File: src/rtl/rcap_pkg.sv
`timescale 1ns / 1ps
// ----------------------------------------------------------------------------
// rcap_pkg
// Shared types, constants and the square root step for the rounded corner
// coverage and alpha premultiply pipeline.
// ----------------------------------------------------------------------------
package rcap_pkg;

  localparam int MAX_DIM_DEF = 4096;

  localparam int DIM_W   = 13;
  localparam int RAD_CW  = 12;
  localparam int POS_W   = 12;
  localparam int BYTE_W  = 8;
  localparam int CFG_IDX_W  = 4;
  localparam int CFG_DATA_W = 13;

  localparam logic [CFG_IDX_W-1:0] CFG_FRAME_WIDTH   = 4'd0;
  localparam logic [CFG_IDX_W-1:0] CFG_FRAME_HEIGHT  = 4'd1;
  localparam logic [CFG_IDX_W-1:0] CFG_CORNER_RADIUS = 4'd2;
  localparam logic [CFG_IDX_W-1:0] CFG_BASE_ALPHA    = 4'd3;

  localparam logic [DIM_W-1:0]  FRAME_WIDTH_RST   = 13'd256;
  localparam logic [DIM_W-1:0]  FRAME_HEIGHT_RST  = 13'd128;
  localparam logic [RAD_CW-1:0] CORNER_RADIUS_RST = 12'd12;
  localparam logic [BYTE_W-1:0] BASE_ALPHA_RST    = 8'd255;

  localparam int OFS_W  = 13;
  localparam int SQ_W   = 2 * OFS_W;
  localparam int SUM_W  = SQ_W + 1;
  localparam int RAD_W  = 42;
  localparam int ROOT_W = RAD_W / 2;
  localparam int REM_W  = ROOT_W + 2;
  localparam int SQRT_STEPS_PER_STAGE = 3;
  localparam int SQRT_STAGES = ROOT_W / SQRT_STEPS_PER_STAGE;
  localparam int COV_W  = 9;
  localparam logic [COV_W-1:0] COV_FULL = 9'd256;

  typedef struct packed {
    logic              corner;
    logic [BYTE_W-1:0] blue;
    logic [BYTE_W-1:0] green;
    logic [BYTE_W-1:0] red;
  } side_t;

  typedef struct packed {
    logic [RAD_W-1:0]  rad;
    logic [REM_W-1:0]  rem;
    logic [ROOT_W-1:0] root;
  } sqrt_state_t;

  function automatic sqrt_state_t sqrt_step(sqrt_state_t s);
    logic [REM_W+1:0] acc;
    logic [REM_W+1:0] trial;
    sqrt_state_t      n;
    acc   = {s.rem, s.rad[RAD_W-1 -: 2]};
    trial = (REM_W+2)'({s.root, 2'b01});
    n.rad = {s.rad[RAD_W-3:0], 2'b00};
    if (acc >= trial) begin
      n.rem  = REM_W'(acc - trial);
      n.root = {s.root[ROOT_W-2:0], 1'b1};
    end else begin
      n.rem  = REM_W'(acc);
      n.root = {s.root[ROOT_W-2:0], 1'b0};
    end
    return n;
  endfunction

endpackage

File: src/rtl/rcap_isqrt_pipe.sv
`timescale 1ns / 1ps
// ----------------------------------------------------------------------------
// rcap_isqrt_pipe
// Pipelined integer square root, a few result bits per stage, with a side
// payload and valid bits that travel alongside the radicand.
// ----------------------------------------------------------------------------
module rcap_isqrt_pipe (
  input  logic                      clk,
  input  logic                      rst_n,
  input  logic                      in_valid,
  output logic                      in_ready,
  input  logic [rcap_pkg::RAD_W-1:0] in_rad,
  input  rcap_pkg::side_t           in_side,
  output logic                      out_valid,
  input  logic                      out_ready,
  output logic [rcap_pkg::ROOT_W-1:0] out_root,
  output rcap_pkg::side_t           out_side
);

  localparam int NS = rcap_pkg::SQRT_STAGES;

  rcap_pkg::sqrt_state_t st_r [NS];
  rcap_pkg::side_t       side_r [NS];
  logic [NS-1:0]         v_r;
  logic [NS:0]           rdy;

  assign rdy[NS] = out_ready;

  genvar i;
  generate
    for (i = 0; i < NS; i++) begin : g_stage
      rcap_pkg::sqrt_state_t st_in;
      rcap_pkg::sqrt_state_t st_nxt;
      rcap_pkg::side_t       side_in;
      logic                  v_in;

      assign rdy[i] = !v_r[i] || rdy[i+1];

      if (i == 0) begin : g_first
        assign st_in.rad  = in_rad;
        assign st_in.rem  = '0;
        assign st_in.root = '0;
        assign side_in    = in_side;
        assign v_in       = in_valid;
      end else begin : g_next
        assign st_in   = st_r[i-1];
        assign side_in = side_r[i-1];
        assign v_in    = v_r[i-1];
      end

      always_comb begin
        st_nxt = st_in;
        for (int k = 0; k < rcap_pkg::SQRT_STEPS_PER_STAGE; k++) begin
          st_nxt = rcap_pkg::sqrt_step(st_nxt);
        end
      end

      always_ff @(posedge clk) begin
        if (!rst_n) begin
          v_r[i] <= 1'b0;
        end else if (rdy[i]) begin
          v_r[i] <= v_in;
        end
      end

      always_ff @(posedge clk) begin
        if (rdy[i]) begin
          st_r[i]   <= st_nxt;
          side_r[i] <= side_in;
        end
      end
    end
  endgenerate

  assign in_ready  = rdy[0];
  assign out_valid = v_r[NS-1];
  assign out_root  = st_r[NS-1].root;
  assign out_side  = side_r[NS-1];

endmodule

File: src/rtl/rounded_corner_alpha_premultiply_top.sv
`timescale 1ns / 1ps
// ----------------------------------------------------------------------------
// rounded_corner_alpha_premultiply_top
// Per pixel rounded rectangle coverage, alpha from coverage and base alpha,
// and premultiplied BGRA output.
// ----------------------------------------------------------------------------
// Channel  Handshake              Beat contents
// in       in_valid / in_ready    x, y position and blue, green, red bytes
// out      out_valid / out_ready  premultiplied blue, green, red and alpha
// cfg      cfg_valid / cfg_ready  register index and write data
//
// One pixel can be accepted every cycle while the output is not stalled. There are
// fifteen register stages: four ahead of the seven stage square root (three bits
// per stage) and four behind. Reset is synchronous and active low; it empties
// the pipeline and restores the register defaults. Every stage holds its beat
// while the next is full and stalled; empty stages fill behind a stalled output,
// so nothing is lost.
// ----------------------------------------------------------------------------
module rounded_corner_alpha_premultiply_top #(
  parameter int MAX_DIM = rcap_pkg::MAX_DIM_DEF
) (
  input  logic                              clk,
  input  logic                              rst_n,
  input  logic                              in_valid,
  output logic                              in_ready,
  input  logic [rcap_pkg::POS_W-1:0]        in_x_pos,
  input  logic [rcap_pkg::POS_W-1:0]        in_y_pos,
  input  logic [rcap_pkg::BYTE_W-1:0]       in_blue_in,
  input  logic [rcap_pkg::BYTE_W-1:0]       in_green_in,
  input  logic [rcap_pkg::BYTE_W-1:0]       in_red_in,
  output logic                              out_valid,
  input  logic                              out_ready,
  output logic [rcap_pkg::BYTE_W-1:0]       out_blue_out,
  output logic [rcap_pkg::BYTE_W-1:0]       out_green_out,
  output logic [rcap_pkg::BYTE_W-1:0]       out_red_out,
  output logic [rcap_pkg::BYTE_W-1:0]       out_alpha_out,
  input  logic                              cfg_valid,
  output logic                              cfg_ready,
  input  logic [rcap_pkg::CFG_IDX_W-1:0]    cfg_index,
  input  logic [rcap_pkg::CFG_DATA_W-1:0]   cfg_data
);

  localparam int DW = rcap_pkg::DIM_W;
  localparam int RW = rcap_pkg::RAD_CW;
  localparam int PW = rcap_pkg::POS_W;
  localparam int BW = rcap_pkg::BYTE_W;
  localparam int OW = rcap_pkg::OFS_W;

  // Configuration registers.
  logic [DW-1:0] frame_width_r, frame_height_r;
  logic [RW-1:0] corner_radius_r;
  logic [BW-1:0] base_alpha_r;

  assign cfg_ready = 1'b1;

  always_ff @(posedge clk) begin
    if (!rst_n) begin
      frame_width_r   <= rcap_pkg::FRAME_WIDTH_RST;
      frame_height_r  <= rcap_pkg::FRAME_HEIGHT_RST;
      corner_radius_r <= rcap_pkg::CORNER_RADIUS_RST;
      base_alpha_r    <= rcap_pkg::BASE_ALPHA_RST;
    end else if (cfg_valid && cfg_ready) begin
      unique case (cfg_index)
        rcap_pkg::CFG_FRAME_WIDTH:   frame_width_r   <= cfg_data;
        rcap_pkg::CFG_FRAME_HEIGHT:  frame_height_r  <= cfg_data;
        rcap_pkg::CFG_CORNER_RADIUS: corner_radius_r <= cfg_data[RW-1:0];
        rcap_pkg::CFG_BASE_ALPHA:    base_alpha_r    <= cfg_data[BW-1:0];
        default: ;
      endcase
    end
  end

  // Values derived from the configuration, refreshed every cycle.
  logic [DW-1:0] w_sat_nxt, h_sat_nxt;
  logic [RW-1:0] half_w_nxt, half_h_nxt, r_eff_nxt;
  logic [RW-1:0] r_eff_r;
  logic [DW-1:0] w_sub_r_r, h_sub_r_r;
  logic          r_nz_r;

  always_comb begin
    w_sat_nxt  = (int'(frame_width_r) > MAX_DIM) ? DW'(MAX_DIM) : frame_width_r;
    h_sat_nxt  = (int'(frame_height_r) > MAX_DIM) ? DW'(MAX_DIM) : frame_height_r;
    half_w_nxt = w_sat_nxt[DW-1:1];
    half_h_nxt = h_sat_nxt[DW-1:1];
    r_eff_nxt  = corner_radius_r;
    if (r_eff_nxt > half_w_nxt) begin
      r_eff_nxt = half_w_nxt;
    end
    if (r_eff_nxt > half_h_nxt) begin
      r_eff_nxt = half_h_nxt;
    end
  end

  always_ff @(posedge clk) begin
    r_eff_r   <= r_eff_nxt;
    w_sub_r_r <= w_sat_nxt - DW'(r_eff_nxt);
    h_sub_r_r <= h_sat_nxt - DW'(r_eff_nxt);
    r_nz_r    <= (r_eff_nxt != '0);
  end

  // Ready chain: a stage loads when it is empty or the next one loads.
  logic v1_r, v2_r, v3_r, v4_r, v5_r, v6_r, v7_r, v8_r;
  logic en1, en2, en3, en4, en5, en6, en7, en8;
  logic sq_in_ready, sq_out_valid;

  assign en8 = !v8_r || out_ready;
  assign en7 = !v7_r || en8;
  assign en6 = !v6_r || en7;
  assign en5 = !v5_r || en6;
  assign en4 = !v4_r || sq_in_ready;
  assign en3 = !v3_r || en4;
  assign en2 = !v2_r || en3;
  assign en1 = !v1_r || en2;
  assign in_ready = en1;

  always_ff @(posedge clk) begin
    if (!rst_n) begin
      v1_r <= 1'b0;
      v2_r <= 1'b0;
      v3_r <= 1'b0;
      v4_r <= 1'b0;
      v5_r <= 1'b0;
      v6_r <= 1'b0;
      v7_r <= 1'b0;
      v8_r <= 1'b0;
    end else begin
      if (en1) v1_r <= in_valid;
      if (en2) v2_r <= v1_r;
      if (en3) v3_r <= v2_r;
      if (en4) v4_r <= v3_r;
      if (en5) v5_r <= sq_out_valid;
      if (en6) v6_r <= v5_r;
      if (en7) v7_r <= v6_r;
      if (en8) v8_r <= v7_r;
    end
  end

  // Stage 1: input capture.
  logic [PW-1:0]   x1_r, y1_r;
  rcap_pkg::side_t side1_r;

  always_ff @(posedge clk) begin
    if (en1) begin
      x1_r          <= in_x_pos;
      y1_r          <= in_y_pos;
      side1_r.corner <= 1'b0;
      side1_r.blue   <= in_blue_in;
      side1_r.green  <= in_green_in;
      side1_r.red    <= in_red_in;
    end
  end

  // Stage 2: corner test and absolute half-pixel offsets.
  logic          x_near, x_far, y_near, y_far;
  logic [RW-1:0] rx_nxt, ry_nxt;
  logic [DW-1:0] hx_nxt, hy_nxt;
  logic [OW-1:0] adx_nxt, ady_nxt;
  logic [OW-1:0] adx2_r, ady2_r;
  rcap_pkg::side_t side2_nxt;
  rcap_pkg::side_t side2_r;

  always_comb begin
    x_near = (x1_r < r_eff_r);
    x_far  = ({1'b0, x1_r} >= w_sub_r_r);
    y_near = (y1_r < r_eff_r);
    y_far  = ({1'b0, y1_r} >= h_sub_r_r);
    rx_nxt = r_eff_r - x1_r;
    ry_nxt = r_eff_r - y1_r;
    hx_nxt = {1'b0, x1_r} - w_sub_r_r;
    hy_nxt = {1'b0, y1_r} - h_sub_r_r;
    adx_nxt = x_near ? (OW'({rx_nxt, 1'b0}) - OW'(1)) : {hx_nxt[PW-1:0], 1'b1};
    ady_nxt = y_near ? (OW'({ry_nxt, 1'b0}) - OW'(1)) : {hy_nxt[PW-1:0], 1'b1};
    side2_nxt        = side1_r;
    side2_nxt.corner = r_nz_r && (x_near || x_far) && (y_near || y_far);
  end

  always_ff @(posedge clk) begin
    if (en2) begin
      adx2_r  <= adx_nxt;
      ady2_r  <= ady_nxt;
      side2_r <= side2_nxt;
    end
  end

  // Stage 3: squares.
  logic [rcap_pkg::SQ_W-1:0] sqx3_r, sqy3_r;
  rcap_pkg::side_t side3_r;

  always_ff @(posedge clk) begin
    if (en3) begin
      sqx3_r  <= adx2_r * adx2_r;
      sqy3_r  <= ady2_r * ady2_r;
      side3_r <= side2_r;
    end
  end

  // Stage 4: sum of squares, scaled so the root comes out in 1/256 pixel.
  logic [rcap_pkg::SUM_W-1:0] sum4_r;
  rcap_pkg::side_t side4_r;

  always_ff @(posedge clk) begin
    if (en4) begin
      sum4_r  <= rcap_pkg::SUM_W'(sqx3_r) + rcap_pkg::SUM_W'(sqy3_r);
      side4_r <= side3_r;
    end
  end

  logic [rcap_pkg::RAD_W-1:0]  sq_rad;
  logic [rcap_pkg::ROOT_W-1:0] sq_root;
  rcap_pkg::side_t             sq_side;

  assign sq_rad = rcap_pkg::RAD_W'({sum4_r, 14'd0});

  rcap_isqrt_pipe u_isqrt (
    .clk       (clk),
    .rst_n     (rst_n),
    .in_valid  (v4_r),
    .in_ready  (sq_in_ready),
    .in_rad    (sq_rad),
    .in_side   (side4_r),
    .out_valid (sq_out_valid),
    .out_ready (en5),
    .out_root  (sq_root),
    .out_side  (sq_side)
  );

  // Stage 5: coverage in 1/256 steps.
  logic [RW+7:0]               edge_pos;
  logic [rcap_pkg::ROOT_W-1:0] edge_ext;
  logic [rcap_pkg::ROOT_W-1:0] diff_nxt;
  logic [rcap_pkg::COV_W-1:0]  cov_nxt, cov5_r;
  rcap_pkg::side_t             side5_r;

  always_comb begin
    edge_pos = {r_eff_r, 8'd128};
    edge_ext = rcap_pkg::ROOT_W'(edge_pos);
    diff_nxt = edge_ext - sq_root;
    if (!sq_side.corner) begin
      cov_nxt = rcap_pkg::COV_FULL;
    end else if (sq_root >= edge_ext) begin
      cov_nxt = '0;
    end else if (diff_nxt > rcap_pkg::ROOT_W'(rcap_pkg::COV_FULL)) begin
      cov_nxt = rcap_pkg::COV_FULL;
    end else begin
      cov_nxt = diff_nxt[rcap_pkg::COV_W-1:0];
    end
  end

  always_ff @(posedge clk) begin
    if (en5) begin
      cov5_r  <= cov_nxt;
      side5_r <= sq_side;
    end
  end

  // Stage 6: alpha, rounded.
  logic [15:0]     alpha_sum;
  logic [BW-1:0]   alpha6_r;
  rcap_pkg::side_t side6_r;

  assign alpha_sum = 16'(cov5_r) * 16'(base_alpha_r) + 16'd128;

  always_ff @(posedge clk) begin
    if (en6) begin
      alpha6_r <= alpha_sum[15:8];
      side6_r  <= side5_r;
    end
  end

  // Stage 7: color times alpha.
  logic [2*BW-1:0] pb7_r, pg7_r, pr7_r;
  logic [BW-1:0]   alpha7_r;

  always_ff @(posedge clk) begin
    if (en7) begin
      pb7_r    <= side6_r.blue * alpha6_r;
      pg7_r    <= side6_r.green * alpha6_r;
      pr7_r    <= side6_r.red * alpha6_r;
      alpha7_r <= alpha6_r;
    end
  end

  // Stage 8: exact floor of a 16-bit product over 255, into the output register.
  function automatic logic [BW-1:0] div255(logic [2*BW-1:0] p);
    logic [2*BW:0] t;
    t = {1'b0, p} + (2*BW+1)'(p[2*BW-1:BW]) + (2*BW+1)'(1);
    return t[2*BW-1:BW];
  endfunction

  logic [BW-1:0] ob8_r, og8_r, or8_r, oa8_r;

  always_ff @(posedge clk) begin
    if (en8) begin
      ob8_r <= div255(pb7_r);
      og8_r <= div255(pg7_r);
      or8_r <= div255(pr7_r);
      oa8_r <= alpha7_r;
    end
  end

  assign out_valid     = v8_r;
  assign out_blue_out  = ob8_r;
  assign out_green_out = og8_r;
  assign out_red_out   = or8_r;
  assign out_alpha_out = oa8_r;

  // A free output slot always reaches the input through the ready chain.
  a_ready_chain: assert property (@(posedge clk) disable iff (!rst_n)
    (!out_valid || out_ready) |-> in_ready)
    else $error("input not ready while the output can advance");

  // Premultiplied colors never exceed alpha.
  a_premult_bound: assert property (@(posedge clk) disable iff (!rst_n)
    out_valid |-> (out_blue_out <= out_alpha_out && out_green_out <= out_alpha_out
                   && out_red_out <= out_alpha_out))
    else $error("premultiplied color above alpha");

  // The clamped radius never exceeds half the frame width.
  a_radius_clamp: assert property (@(posedge clk) disable iff (!rst_n)
    $past(rst_n) |-> (DW'(r_eff_r) <= w_sub_r_r))
    else $error("effective radius above half the frame width");

endmodule

File: config.mk
export PLATFORM = sky130hd
export DESIGN_NAME = rounded_corner_alpha_premultiply_top
export DESIGN_NICKNAME = d
export VERILOG_FILES = /design/src/rtl/rcap_pkg.sv /design/src/rtl/rcap_isqrt_pipe.sv /design/src/rtl/rounded_corner_alpha_premultiply_top.sv
export SDC_FILE = /design/constraint.sdc
export NUM_CORES = 2
export LEC_CHECK = 0
export BUFFER_PORTS_ARGS = -buffer_cell sky130_fd_sc_hd__buf_2
export CAP_MARGIN = 20
export CORE_MARGIN = 3
export CORE_UTILIZATION = 55
export CTS_CLUSTER_SIZE = 30
export DETAILED_ROUTE_END_ITERATION = 6
export HOLD_SLACK_MARGIN = 0.03
export PLACE_DENSITY = 0.74
export REMOVE_ABC_BUFFERS = 1
export SLEW_MARGIN = 20
export SYNTH_ARGS = -nofsm -noshare
export SYNTH_HDL_FRONTEND = slang
export SYNTH_HIERARCHICAL = 1
export SYNTH_SLANG_ARGS = --single-unit
File: constraint.sdc
create_clock -name clk -period 8 [get_ports clk]
set_input_delay 0.8 -clock clk [delete_from_list [all_inputs] [get_ports clk]]
set_output_delay 0.8 -clock clk [all_outputs]
set_load 0.01 [all_outputs]
==> Word level (Yosys, flattened, before mapping) <==
Memories as Yosys holds them, arrays and structs flattened.
Index checks and enable logic that the tools add are counted.
{ "totals": {"output_inout_bits": 35, "n_memories": 2, "rom_bits": 0, "latch_bits": 0, "input_bits": 70, "regBits": 481, "word_cells": 229, "mem_bits_rw": 735} }
{ "classes": {"eq_ne": 3, "div_mod_pow": 0, "magnitude_cmp": 31, "mux": 43, "mul": 6, "n_bitwise": 1, "n_shift": 0, "add_sub_neg": 38, "n_reduce_logical": 41} }
{ "memory_table": {"columns": ["name", "depth", "width", "read_ports", "rd_clocked_by_memory_dff", "write_ports", "line", "source"], "rows": [
  ["u_isqrt.st_r", 7, 80, 7, 0, 7, "rcap_isqrt_pipe.sv:22", "rcap_pkg::sqrt_state_t st_r [NS];"],
  ["u_isqrt.side_r", 7, 25, 7, 0, 7, "rcap_isqrt_pipe.sv:23", "rcap_pkg::side_t side_r [NS];"]
]} }
{ "op_table": {"columns": ["cell", "n"], "rows": [
  ["two-way mux 44 bit", 21],
  ["greater-or-equal comparator 25 x 23 -> 1 bit", 20],
  ["subtractor 23 bit", 20],
  ["multiplier 13 x 13 -> 26 bit", 2],
  ["two-way mux 13 bit", 4],
  ["adder 16 x 1 -> 16 bit, second input constant", 3],
  ["adder 16 x 8 -> 16 bit", 3],
  ["multiplier 8 x 8 -> 16 bit", 3],
  ["subtractor 12 bit", 4],
  ["adder 26 x 26 -> 27 bit", 1],
  ["greater-or-equal comparator 12 x 13 -> 1 bit", 2],
  ["greater-than comparator 13 bit, second input constant", 2],
  ["subtractor 13 x 1 -> 13 bit, second input constant", 2],
  ["subtractor 13 x 12 -> 13 bit", 2],
  ["greater-than comparator 12 bit", 2],
  ["less-than comparator 12 bit", 2],
  ["two-way mux 12 bit", 2],
  ["greater-or-equal comparator 21 x 20 -> 1 bit", 1],
  ["greater-than comparator 21 x 9 -> 1 bit, second input constant", 1],
  ["subtractor 20 x 21 -> 21 bit", 1],
  ["two-way mux 9 bit", 2],
  ["logical OR 1 bit", 17],
  ["adder 16 x 8 -> 16 bit, second input constant", 1],
  ["multiplier 9 x 8 -> 16 bit", 1],
  ["other kinds (12)", 44]
]} }

==> Longest topological paths before layout <==
{ "depth": {"depth_word": 16, "ltp_mapped": 40} }

==> Modules after synthesis <==
The synthesis kept the hierarchy.
{ "by_module_without_submodules": {"columns": ["mod", "instances", "area_per_inst_um2", "cells_each"], "rows": [
  ["rounded_corner_alpha_premultiply_top", 1, 38688.4, 3620],
  ["rcap_isqrt_pipe", 1, 35201.3, 3451]
]} }

==> Least setup slack after synthesis <==
No wires, ideal clock.
{ "synth_path": {"path_kind": "register -> register", "startpoint": "memory u_isqrt/st_r[4][8] in the netlist's numbering", "endpoint": "memory u_isqrt/st_r[5][24] in the netlist's numbering (data pin)", "arrival_time_ns": 7.873, "setup_time_ns": 0.270, "synth_period_minus_slack_ns": 8.143, "stages_incl_launch_ff": 36, "path_slack_ns": -0.143, "cell_sequence": "edfxtp_1 -> inv_1 -> ha_1 -> clkbuf_1 -> a21oi_1 -> o21ai_0 -> a311oi_1 -> o21a_1 -> nand2_1 -> inv_1 -> clkbuf_1 -> buf_1 -> o21ai_0 -> ha_1 -> and4_1 -> and3_1 -> nand4_1 -> or4b_2 -> nand4_1 -> or2_2 -> clkbuf_1 -> buf_1 -> buf_1 -> a21oi_1 -> ha_1 -> clkbuf_1 -> nand2_1 -> o31ai_1 -> a21boi_1 -> o41ai_1 -> o21a_1 -> nor3_1 -> nand3_1 -> clkbuf_1 -> clkbuf_1 -> a21oi_1"} }
{ "synth_rtl": {"columns": ["item", "line"], "rows": [
  ["start, declared", "rcap_isqrt_pipe.sv:22"]
]} }

==> results.ini <==
[run_status]
status = completed

[global_routing]
antenna_found_initial = 2
grt_pass1_vias = 53135
grt_start_max_net_pins = 74
grt_pass1_wl_mm = 281
grt_overflow_total = 0
track_usage = 0.252

[clock_tree]
clk_pin_slew_ps = 70
numCtsBuffers = 106
clk_latency_ps = 770
htree_levels = 3
hold_buffers = 0
root_buffer = clkbuf_16
cts_tree = done
cts.path.max_buffers = 3
cts.sinks = 996

[min_path]
hp-class = in2reg
hold_end = y1_r[2]$_DFFE_PP_
hold_path_depth = 1
hp-start = in_y_pos[2]

[yosys]
syn_avg_cell_area_um2 = 10.4
synth_edf_count = 896
syn_inst = 7071
ys_top_cells_by_area = edfxtp_1 36%, ha_1 12%, fa_1 9.5%
synth_seq_cells = 996
synth-async-reset-ratio = 0
synth_area_um2 = 73900
ys.flop_type = edfxtp_1
ys_warn_count = 6
synth_top_area_frac = 0.364
synth_top_area_cell = edfxtp_1
synth_cell_types = 123
ys_seq_area_frac = 0.391

[routing]
dr.pass1.iters = 6
vias = 52793
drc_errors = 0
ant_nets = 0
wl_mm = 174
drt_iter0_drc = 3710
viasPerCell = 5.78
routedWlPerCell_um = 19.0

[setup_path]
timing_worst_setup_path_type = reg2reg
r2r-end = u_isqrt/st_r[4][29]$_DFFE_PP_
rrSetupSlack_ps = 330
arrival_ps = 8140
critPathCaptureType = register
critPathMaxStageDelay_ps = 560
path_max_fanout = 23
crit_path_top_delay_cell = or4_1
cp.required_ps = 8470
critPathLaunchType = register
reg2reg_depth = 34
path_common_cell = buf_4
r2r-start = u_isqrt/st_r[3][9]$_DFFE_PP_

[floorplanning]
die_height_um = 373
die_x_um = 373
fp.coreArea_um2 = 132000
num_io_pins = 105
die-area_um2 = 139000
start_util = 0.558
rows = 133

[flow_run]
maxCapViolations = 0

[final_layout]
syn2layout_area_growth_pct = 9.79
drive_above_1_share = 0.0848
final_nets = 8412

[sta]
setup_slack_ps = 332
hold_violations = 0
fin_worst_skew_ps = 62.1
fin_crit_sh = 0.959
tightest_slew_ps = 1040
finalSetupTns_ps = 0
min_period_ps = 7670
fmax_mhz = 130
finalSetupViolCount = 0
relSlewSlack = 0.287
slew_viol_final = 0

[place]
gp_congestion = 0.943
portBuffers = 103
place_ws_ps = 24.7
dpl.hpwl_mm = 134

[through the flow]
stage	instance area (µm²)	hold WS, ps	utilization	instances
after floorplan	73400	400	-	6950
after global placement	76900	400	0.581	8908
after detailed placement	76900	405	0.581	8908
after CTS	80700	135	0.609	9107
after global routing	81100	159	0.612	9140
final	81100	202	0.612	9140
[synth_stat cells (all sizes together) (13+ instances only)]
| cell | instances |
|---|---|
| or3 | 51 |
| or2 | 42 |
| xnor2 | 353 |
| nand2 | 559 |
| nor3b | 27 |
| o211ai | 23 |
| ha | 698 |
| nor3 | 159 |
| nor4b | 14 |
| buf | 37 |
| edfxtp | 896 |
| nand4 | 62 |
| and3 | 67 |
| and2 | 248 |
| nor2 | 439 |
| o21ai | 277 |
| nor2b | 126 |
| fa | 351 |
| nand2b | 64 |
| o31a | 14 |
| mux2 | 42 |
| inv | 767 |
| nor4 | 53 |
| o21bai | 38 |
| o21a | 81 |
| o31ai | 46 |
| nand3b | 19 |
| a31oi | 41 |
| and4 | 14 |
| a2111oi | 16 |
| or4 | 29 |
| a211o | 13 |
| a211oi | 46 |
| mux2i | 99 |
| dfxtp | 100 |
| a21boi | 31 |
| o41ai | 20 |
| xor2 | 150 |
| a21oi | 388 |
| clkbuf | 107 |
| nand3 | 122 |
| a21o | 148 |
[worst max-delay path: cells and delay by family, from the launching register on]
kind / cells / cell delay [ps]
and+or+nand+nor: 14 / 2270
AOI/OAI and AO/OA: 9 / 2020
buffers and inverters: 7 / 1170
adders and majority gates: 3 / 1130
DFF: 1 / 450
muxes: 1 / 340
[per-layer routing]
metal	track usage	vias up	wire length, µm	share of wire
met2	0.435	1331	85200	0.49
met4	0.0815	2	5660	0.033
met1	0.332	25674	75500	0.43
li1	-	25456	-	-
met3	0.0275	330	7590	0.044
met5	0	-	12	0.000069
[worst max-delay path by stage]
stage / end / from / cells after the start / slack (ps)
finish: u_isqrt/st_r[4][29]$_DFFE_PP_ / u_isqrt/st_r[3][9]$_DFFE_PP_ / 34 / 330
CTS: u_isqrt/st_r[6][0]$_DFFE_PP_ / u_isqrt/st_r[5][7]$_DFFE_PP_ / 35 / 50
floorplan: u_isqrt/st_r[4][40]$_DFFE_PP_ / u_isqrt/st_r[3][4]$_DFFE_PP_ / 33 / -680
detailed placement: u_isqrt/st_r[6][0]$_DFFE_PP_ / u_isqrt/st_r[5][7]$_DFFE_PP_ / 35 / 20
global placement: u_isqrt/st_r[6][0]$_DFFE_PP_ / u_isqrt/st_r[5][7]$_DFFE_PP_ / 35 / 150
global route: u_isqrt/st_r[6][0]$_DFFE_PP_ / u_isqrt/st_r[5][7]$_DFFE_PP_ / 35 / -40
[registers in the layout, summed over array words and instances, names as in the netlist, 16 cells and up]
signal	cells
u_isqrt/side_r	175
sum4_r	25
pg7_r	16
side6_r	24
pb7_r	16
side4_r	25
side1_r	24
side3_r	25
u_isqrt/st_r	348
sqy3_r	24
pr7_r	16
side2_r	25
sqx3_r	24
side5_r	24
[area by class of cell]
cell class / count / area, µm²
Timing Repair Buffer: 235 / 1560
Multi-Input combinational cell: 5185 / 41700
Inverter: 769 / 2900
Clock buffer: 131 / 2850
Clock inverter: 68 / 955
Tap cell: 1755 / 2200
Fill cell: 10704 / 51300
Sequential cell: 996 / 28900
Antenna cell: 1 / 2.50
[cell usage in the layout, fill, tap and decap left out, types with 28 or more instances in the layout]
| cell | Yosys | final |
|---|---|---|
| nor2b_1 | 126 | 126 |
| or2_2 | 40 | 39 |
| nor2_1 | 436 | 436 |
| nand2_1 | 556 | 549 |
| nor3_1 | 152 | 143 |
| a21boi_0 | 29 | 28 |
| a31oi_1 | 40 | 40 |
| or3_1 | 50 | 50 |
| dfxtp_1 | 100 | 100 |
| edfxtp_1 | 896 | 896 |
| fa_1 | 351 | 351 |
| nand4_1 | 60 | 60 |
| a211oi_1 | 45 | 43 |
| xnor2_1 | 353 | 353 |
| xor2_1 | 150 | 150 |
| clkbuf_16 | 0 | 110 |
| and3_1 | 67 | 67 |
| and2_1 | 246 | 246 |
| ha_1 | 698 | 691 |
| buf_2 | 13 | 103 |
| o31ai_1 | 44 | 44 |
| inv_1 | 756 | 749 |
| a21o_1 | 148 | 148 |
| mux2i_1 | 99 | 99 |
| o21bai_1 | 38 | 38 |
| o21ai_0 | 266 | 259 |
| nand3_1 | 118 | 118 |
| nand2b_1 | 62 | 62 |
| mux2_2 | 41 | 41 |
| nor4_1 | 46 | 46 |
| buf_4 | 7 | 126 |
| o21a_1 | 81 | 81 |
| a21oi_1 | 388 | 386 |
[logic make-up after synthesis]
kind of cell	after synthesis	share of synthesized area
adders and majority gates	1049	0.213
muxes	141	0.0198
xor gates and xnor gates	504	0.0599
buffers and inverters	913	0.0475
AOI/OAI and AO/OA	1337	0.119
and+or+nand+nor	2128	0.149
DFF	996	0.391
other	3	0.000152
[what timing repair did]
action | 4_1_cts | 5_1_grt
resized for setup | 1 | 45
endpoints found under the hold margin | 0 | 0
setup buffers | 0 | 32
pin swaps | 0 | 13
gates cloned | 0 | 0
setup endpoints to repair | 1 | 116
Power is left out: the tool's default activity adds up to more than one toggle a clock period on the data nets, which glitch-free logic cannot reach.
